==> src/hw/rtl/cacl_pkg.sv <==
`timescale 1ns / 1ps

package cacl_pkg;

    localparam int TABLE_ENTRIES = 32;
    localparam int CRED_COUNT    = 256;
    localparam int IDX_W         = (TABLE_ENTRIES > 1) ? $clog2(TABLE_ENTRIES) : 1;

    localparam int REQ_W   = 2;
    localparam int CRED_W  = 8;
    localparam int AGENT_W = 32;
    localparam int MASK_W  = 32;
    localparam int TIME_W  = 64;
    localparam int STAT_W  = 2;
    localparam int ENTRY_W = MASK_W + TIME_W;

    localparam int S_DATA_W = 208;
    localparam int M_DATA_W = 8;

    localparam logic [REQ_W-1:0] REQ_CHECK  = 2'd0;
    localparam logic [REQ_W-1:0] REQ_GRANT  = 2'd1;
    localparam logic [REQ_W-1:0] REQ_REVOKE = 2'd2;
    localparam logic [REQ_W-1:0] REQ_NONE   = 2'd3;

    localparam logic [STAT_W-1:0] ST_OK      = 2'd0;
    localparam logic [STAT_W-1:0] ST_UNKNOWN = 2'd1;
    localparam logic [STAT_W-1:0] ST_NOMATCH = 2'd2;
    localparam logic [STAT_W-1:0] ST_FULL    = 2'd3;

    typedef struct packed {
        logic capture;
        logic lookup;
        logic commit;
    } t_cmd;

    typedef struct packed {
        logic out_full;
    } t_sts;

endpackage

==> src/hw/rtl/cacl_ctrl.sv <==
`timescale 1ns / 1ps

module cacl_ctrl import cacl_pkg::*; (
    input  logic i_clk,
    input  logic i_rst_n,
    input  logic i_s_tvalid,
    output logic o_s_tready,
    input  logic i_m_tready,
    input  t_sts i_sts,
    output t_cmd o_cmd
);

    localparam logic [1:0] S_IDLE = 2'd0;
    localparam logic [1:0] S_LOOK = 2'd1;
    localparam logic [1:0] S_EVAL = 2'd2;

    logic [1:0] r_state;
    logic [1:0] n_state;
    logic       commit;
    logic       ready;
    logic       capture;

    assign commit  = (r_state == S_EVAL) && (!i_sts.out_full || i_m_tready);
    assign ready   = i_rst_n && ((r_state == S_IDLE) || commit);
    assign capture = i_s_tvalid && ready;

    always_comb begin
        n_state = r_state;
        case (r_state)
            S_IDLE: begin
                if (capture) begin
                    n_state = S_LOOK;
                end
            end
            S_LOOK: begin
                n_state = S_EVAL;
            end
            S_EVAL: begin
                if (capture) begin
                    n_state = S_LOOK;
                end else if (commit) begin
                    n_state = S_IDLE;
                end
            end
            default: begin
                n_state = S_IDLE;
            end
        endcase
    end

    always_ff @(posedge i_clk) begin
        if (!i_rst_n) begin
            r_state <= S_IDLE;
        end else begin
            r_state <= n_state;
        end
    end

    assign o_s_tready     = ready;
    assign o_cmd.capture  = capture;
    assign o_cmd.lookup   = (r_state == S_LOOK);
    assign o_cmd.commit   = commit;

endmodule

==> config.mk <==
export PLATFORM = sky130hd
export DESIGN_NAME = cacl_ctrl
export DESIGN_NICKNAME = d
export VERILOG_FILES = /design/src/hw/rtl/cacl_pkg.sv /design/src/hw/rtl/cacl_ctrl.sv
export SDC_FILE = /design/constraint.sdc
export NUM_CORES = 1
export LEC_CHECK = 0
export ABC_AREA = 0
export BUFFER_PORTS_ARGS = -buffer_cell sky130_fd_sc_hd__buf_4
export CAP_MARGIN = 40
export CORE_AREA = 3 3 40 42
export DETAILED_ROUTE_END_ITERATION = 8
export DIE_AREA = 0 0 43 45
export PLACE_DENSITY = 0.37
export SLEW_MARGIN = 0
export SYNTH_ARGS = -nofsm -noshare
export SYNTH_HDL_FRONTEND = slang
export SYNTH_SLANG_ARGS = --single-unit
==> constraint.sdc <==
create_clock -name i_clk -period 1.7 [get_ports i_clk]
set_clock_uncertainty 0.2 [all_clocks]
set_input_delay 0.425 -clock i_clk [delete_from_list [all_inputs] [get_ports i_clk]]
set_output_delay 0.425 -clock i_clk [all_outputs]
set_load 0.05 [all_outputs]
==> Yosys cells after proc, flatten, opt, wreduce, memory -nomap -nowiden <==
Cells that the tools add are included.
{ "totals": {"wordCells": 17, "ramBits": 0, "latchBits": 0, "mem_count": 0, "out_inout_bits": 4, "inputBits": 5, "regBits": 2, "romBits": 0} }
{ "classes": {"div_mod_pow": 0, "n_mux": 4, "bitwise_logic": 0, "n_lt_le_gt_ge": 0, "n_eq_ne": 4, "n_reduce_logical": 8, "n_shift": 0, "n_mul": 0, "n_addsub": 0} }
{ "ops": {"columns": ["operator", "count"], "rows": [
  ["$mux 2", 3],
  ["$pmux 2 s3", 1],
  ["$logic_and 1x1->1", 3],
  ["$ne 3x3->1 const B", 1],
  ["$eq 2x1->1 const B", 1],
  ["$eq 2x2->1 const B", 1],
  ["$logic_not 2->1", 1],
  ["$logic_or 1x1->1", 2],
  ["$ne 2x2->1 const B", 1],
  ["$reduce_and 2->1", 1],
  ["$logic_not 1->1", 1]
]} }

==> Longest topological paths before layout <==
Gate-level depths: netlist (run 1).
{ "depth": {"ltp_word": 8, "mapped_depth": 3, "mapped_depth_nobuf": 2} }

==> Worst setup path after synthesis (run 1) <==
OpenSTA, ideal clock, no wires.
{ "synth_timing": {"kind": "input to output", "start": "in i_m_tready", "end": "out o_s_tready", "cell_stages": 2, "t_arrival_ns": 1.383, "required_ns": 1.075, "n_path_buf": 0, "setup_slack_ns": -0.308, "cell_sequence": "and2b_1 -> a21oi_1"} }
{ "synth_via": {"elab_chain_cells": 4} }
{ "synth_rtl": {"columns": ["item", "line", "text"], "rows": [
  ["from (decl)", "cacl_ctrl.sv:8", "input logic i_m_tready,"],
  ["$logic_or 1x1->1", "cacl_ctrl.sv:23", "assign commit = (r_state == S_EVAL) && (!i_sts.out_full || i_m_tready);"],
  ["$logic_and 1x1->1", "cacl_ctrl.sv:23", null],
  ["$logic_or 1x1->1", "cacl_ctrl.sv:24", "assign ready = i_rst_n && ((r_state == S_IDLE) || commit);"],
  ["$logic_and 1x1->1", "cacl_ctrl.sv:24", null],
  ["to (decl)", "cacl_ctrl.sv:7", "output logic o_s_tready,"]
]} }
Every way passes these cells.

==> key figures, run 1 <==
Run status
  • Status: finished with violations
  • Violated checks: negative setup slack

Setup path
  • CP endpoint kind: output port
  • R2R setup slack: between 0.5 and 0.6 ns
  • Most frequent CP cell: buf_6
  • CP top delay family: simple AND/OR/NAND/NOR gates
  • Critical path startpoint category: input port
  • Crit Path Max Fanout: 2
  • Critical-path cell list: buf_6 -> and2b_2 -> nor3b_2 -> buf_6
  • WS Path Type: in -> out
  • Worst EP arrival: about 1.1 ns
  • Slowest stage delay, CP: between 0.2 and 0.25 ns
  • Worst r2r src: r_state[1]
  • CP bufs+invs: 2
  • Data required, critical path: approximately 1.1 ns
  • Slowest-stage cell, CP: and2b_2
  • Reg2reg path depth: 3
  • R2r endpoint: r_state[0]

Placement
  • PortBufs: 8
  • Post-place setup slack: -0.0869 ns
  • Final HPWL DP: around 260 µm
  • Routability cong.: approximately 0.71

STA
  • Slew @ Worst Pin: between 0.15 and 0.2 ns
  • Rel. slew slack: ~89%
  • Final Cycle Share: 102%
  • Fmax: slightly below 600 MHz
  • Tmin final: 1.73 ns
  • Endpoints failing setup: 1
  • Unrepaired setup endpoints after global routing: yes
  • Final Hold Viols: 0
  • Fin. max-slew vios: 0
  • Final WS setup: -0.0280 ns

Layout
  • Layout cells sized above 1: 83.3%
  • Most flop-heavy register: r_state
  • Commonest cells after routing, fill and taps aside: buf_6 (5), buf_4 (5), clkbuf_4 (3)
  • Area Growth Syn to Fin: 107%
  • Ant. Diodes: 0
  • Registers with the most flip-flops: r_state: 2 flops
  • Largest register FFs: 2
  • Nets: 31

Logic synthesis
  • Cell count after synthesis: 14
  • Top cells by area, synth: dfxtp_1 (30%), buf_4 (17%), and4b_1 (15%)
  • Syn_nets: 19
  • FF+latch count, synth: 2
  • Mean Syn Cell Area: 9.56 µm²
  • Library cells used by synthesis: 10
  • Post-synthesis sequential area ratio: 29.9%
  • Synth top area share: 29.9%
  • Post-synthesis cell area: 134 µm²
  • Post-synth top area cell: dfxtp_1
  • Yosys Warn Count: 0

Flow run
  • Maxcap violations: 0

Clocking
  • Cts hold-fix bufs: 0
  • Num CTS Buffers: 3
  • Root Driver: clkbuf_4
  • CTS H-tree depth: 1
  • Clock sink total: 2
  • CTS tree: yes
  • Clock latency on the worst-skew pair: about 0.22 ns
  • CTS Buffer Depth: 2
  • Worst-path clk slew: ~0.030 ns

Detailed routing
  • Wirelength per Cell: ~10 µm
  • Iter 0 DRT Violations: 0
  • Vias after detailed routing: ~140
  • Final antenna-violating net count: 0
  • # DRC: 0
  • Vias per cell: around 3.7
  • Routed WL: a little over 400 µm
  • First-pass iteration count of the detailed router: 1

Power and ir drop
  • Design Power: about 0.22 mW
  • Peak supply drop: 0.148 mV
  • Pleak: 0.122 nW
  • Power Density: around 800 nW/µm²

Global routing
  • Vias in the first global route: approximately 170
  • Remaining global-route overflow: 0
  • Antenna violations before repair: 0
  • Gr usage total: under 10%
  • Largest net degree at the start of global routing: 6
  • First-pass GRT wire length: 745 µm

Floorplan
  • Initial Utilization: a little over a tenth
  • Rows: 13
  • Core area: approximately 1300 µm²
  • Die span in x: roughly 43 µm
  • Die Y: 45 µm
  • Die area: 1940 µm²
  • # IOs: 9

Hold path
  • Hold Path Stages: 2
  • HP Class: in -> reg
  • Hold path endpoint: r_state[1]
  • Hold Path Origin: i_rst_n
-- how the worst max path moves through the flow --
| stage | slack (ns) | cells after the start | from | end |
|---|---|---|---|---|
| CTS | -0.03 | 4 | i_sts | o_cmd[0] |
| global route | -0.04 | 4 | i_sts | o_cmd[0] |
| finish | -0.03 | 4 | i_sts | o_cmd[0] |
| global placement | -0.07 | 4 | i_sts | o_cmd[0] |
| detailed placement | -0.09 | 4 | i_sts | o_cmd[0] |
| floorplan | 0.07 | 3 | i_m_tready | o_cmd[0] |
-- synth_stat cells --
cell type	count
a21oi_1	1
and2b_1	1
and4b_1	2
buf_4	3
dfxtp_1	2
nand2b_1	1
nand3b_1	1
nor2b_2	1
nor3b_1	1
o2bb2ai_1	1
-- worst register-to-register path: stages, from the launching register on --
cell,delay [ns]
dfxtp_4,0.35
nand3b_1,0.11
buf_4,0.16
and4b_1,0.19
-- report_power, final --
| group | leakage (nW) | switching [mW] | internal, mW |
|---|---|---|---|
| logic | 0.0905 | 0.0330 | 0.0287 |
| clock network | 0.0138 | 0.0265 | 0.0778 |
| registers | 0.0175 | 0.00307 | 0.0495 |
-- per-layer routing --
metal / wire length [µm] / GRT usage, %
met5: 0 / 0
met1: 173 / 5.53
met3: 60 / 5.18
met4: 0 / 5.42
met2: 174 / 7.49
-- final cells by class --
class                           instances  area (µm²)
Fill cell                             147        1010
Sequential cell                         2        45.0
Tap cell                               15        18.8
Timing Repair Buffer                   10        93.8
Multi-Input combinational cell          9        96.3
Clock buffer                            3        22.5
-- what timing repair did --
item,4_1_cts,5_1_grt
gates resized for setup,9,2
pin swaps,2,2
cloned,0,0
setup endpoints to repair,3,4
setup buffers,1,1
-- metrics by stage --
stage	utilization, %	hold slack, ns	TNS [ns]	instance area [µm²]	std cells
2_1_floorplan	-	0.342	0	145	14
3_3_place_gp	15.7	0.374	-0.115	201	34
3_5_place_dp	15.7	0.395	-0.152	201	34
4_1_cts	20.3	0.229	-0.0334	260	38
5_1_grt	21.5	0.283	-0.0783	277	39
6_report	21.5	0.258	-0.0280	277	39
-- kinds of logic after synthesis --
logic type	count (synthesis)	share of synthesized area [%]
compound gates	2	10.3
flops	2	29.9
simple gates	7	43.0
buf+inv	3	16.8
(Power assumes the default switching activity.)
==> run 2: changes to the inputs <==
clock period = 1.8 ns   (was 1.7 ns; I/O delays follow)
==> run 2 against run 1 <==
  * The flow now finishes without violations
  * Non-clock buffer count shrank 1
  * Flip-flop and latch count unchanged
  * Design area is 17% lower
  * Critical path depth unchanged
  * Critical endpoint is now o_cmd[2]
==> key figures, run 2 (synthesis gave the netlist of run 1 again) <==
Run status
  • Status: finished clean

Clocking
  • Num CTS Buffers: 3 (unchanged)
  • Clock latency on the worst-skew pair: 0.22 ns (about the same)
  • Post-CTS setup buffer count: 0 (-1)
  • CTS H-tree depth: 1 (unchanged)
  • Cts hold-fix bufs: 0 (unchanged)
  • Worst-path clk slew: 0.03 ns (about the same)
  • Clock sink total: 2 (unchanged)
  • CTS Buffer Depth: 2 (unchanged)
  • CTS tree: yes
  • # resized after CTS: 2 (-7)
  • Root Driver: clkbuf_4

STA
  • Final Hold Viols: 0 (unchanged)
  • Unrepaired setup endpoints after global routing: no
  • Endpoints failing setup: 0 (-1)
  • Fin. max-slew vios: 0 (unchanged)
  • Final Cycle Share: a little over nine tenths
  • Slew @ Worst Pin: 0.151 ns (-0.0106 ns)
  • Fmax: between 500 and 600 MHz
  • Sum Neg Setup Slack: 0 ns (+0.0280 ns)
  • Hold slack: 0.254 ns (-0.00436 ns)
  • Rel. slew slack: 89.9% (+0.74 points)
  • Tmin final: approximately 1.8 ns

Layout
  • Commonest cells after routing, fill and taps aside: buf_4 (9), clkbuf_4 (3), and4b_1 (2)
  • Most flop-heavy register: r_state
  • Registers with the most flip-flops: r_state: 2 flops
  • Layout Utilization: 17.9% (-3.6 points)
  • Most common cell after layout, fill and taps aside: buf_4
  • Final Instance Area: 230 µm² (-17%)
  • Ant. Diodes: 0 (unchanged)
  • Area Growth Syn to Fin: 72.0%
  • Layout cells sized above 1: 69.6% (-14 points)
  • Nets: 30 (-3.2%)
  • Largest register FFs: 2 (unchanged)

Placement
  • Routability cong.: 0.723 (+1.5%)
  • PortBufs: 8 (unchanged)
  • Placed cell area: 201 µm² (unchanged)
  • Final HPWL DP: 274 µm (+4.6%)

Detailed routing
  • Vias per cell: 3.53 (-3.8%)
  • # DRC: 0 (unchanged)
  • First-pass iteration count of the detailed router: 2 (+1)
  • Iter 0 DRT Violations: 9 (+9)
  • Vias after detailed routing: 134 (-6.3%)
  • Final antenna-violating net count: 0 (unchanged)
  • Wirelength per Cell: 9.32 µm (-11%)
  • Routed WL: 354 µm (-13%)

Floorplan
  • # IOs: 9 (unchanged)
  • Die area: 1940 µm² (unchanged)
  • Die span in x: 43 µm (unchanged)
  • Initial Utilization: 10.4% (unchanged)
  • Die Y: 45 µm (unchanged)
  • Rows: 13 (unchanged)
  • Core area: 1280 µm² (unchanged)

Power and ir drop
  • Pleak: 0.106 nW (-13%)
  • Power Density: 859 nW/µm² (+8.6%)
  • Design Power: 0.198 mW (-9.6%)
  • Peak supply drop: 0.137 mV (-7.1%)

Hold path
  • Hold Path Origin: i_rst_n
  • HP Class: in -> reg
  • Hold Path Stages: 2 (unchanged)

Setup path
  • Data required, critical path: 1.15 ns (+0.08 ns)
  • Worst Setup SP: i_m_tready
  • Worst EP arrival: 1.12 ns (+0.02 ns)
  • Worst r2r src: r_state[1]
  • WS Path Type: in -> out
  • Critical path startpoint category: input port
  • Crit Path Max Fanout: 2 (unchanged)
  • R2R setup slack: 0.68 ns (+0.09 ns)
  • Reg2reg path depth: 3 (unchanged)
  • CP endpoint kind: output port

Flow run
  • Maxcap violations: 0 (unchanged)

Global routing
  • Antenna violations before repair: 0 (unchanged)
  • Remaining global-route overflow: 0 (unchanged)
  • Vias in the first global route: 147 (-15%)
  • First-pass GRT wire length: 621 µm (-17%)
  • Gr usage total: 4.90% (-0.92 points)
  • Largest net degree at the start of global routing: 6 (unchanged)
## run 2: cell types whose count changed in the layout (fill, tap and decap cells not counted)
| cell | previous run | this run |
|---|---|---|
| nand2b_4 | 1 | 0 |
| dfxtp_4 | 1 | 0 |
| buf_6 | 5 | 0 |
| dfxtp_1 | 0 | 1 |
| nand2b_1 | 0 | 1 |
| a21oi_4 | 1 | 0 |
| and2b_2 | 1 | 0 |
| and2b_1 | 0 | 1 |
| a21oi_2 | 0 | 1 |
| buf_4 | 5 | 9 |
## run 2: path summary, 6_finish.rpt
path | to
max reg2reg | r_state[0]
min | r_state[1]
max | o_cmd[2]
min reg2reg | r_state[1]
## run 2: metrics by stage
stage	setup WS, ns	std cells
finish	0.0251	38
global route	0.00132	38
CTS	0.0222	38
detailed placement	-0.00779	35
global placement	0.000289	35
floorplan	0.0410	14
## run 2: power breakdown
part           switching (mW)  total [mW]  internal [mW]
logic                  0.0277      0.0470         0.0193
clock network          0.0266       0.100         0.0737
registers             0.00303      0.0504         0.0474
## run 2: critical path: stages
cell and delay [ns]:
buf_4 0.11, nand3b_1 0.17, and4b_1 0.21, buf_4 0.18
## run 2: area by class of cell
cell class	count	area, µm²
sequential	2	41.3
clock buffer	3	22.5
tap	15	18.8
timing repair buffer	9	67.6
multi-input combinational	9	80.1
fill	139	1050
## run 2: layer usage
metal	wire, µm	global-route usage (%)
met2	111	5.09
met5	0	0
met4	0	5.42
met1	192	5.28
met3	50	4.38
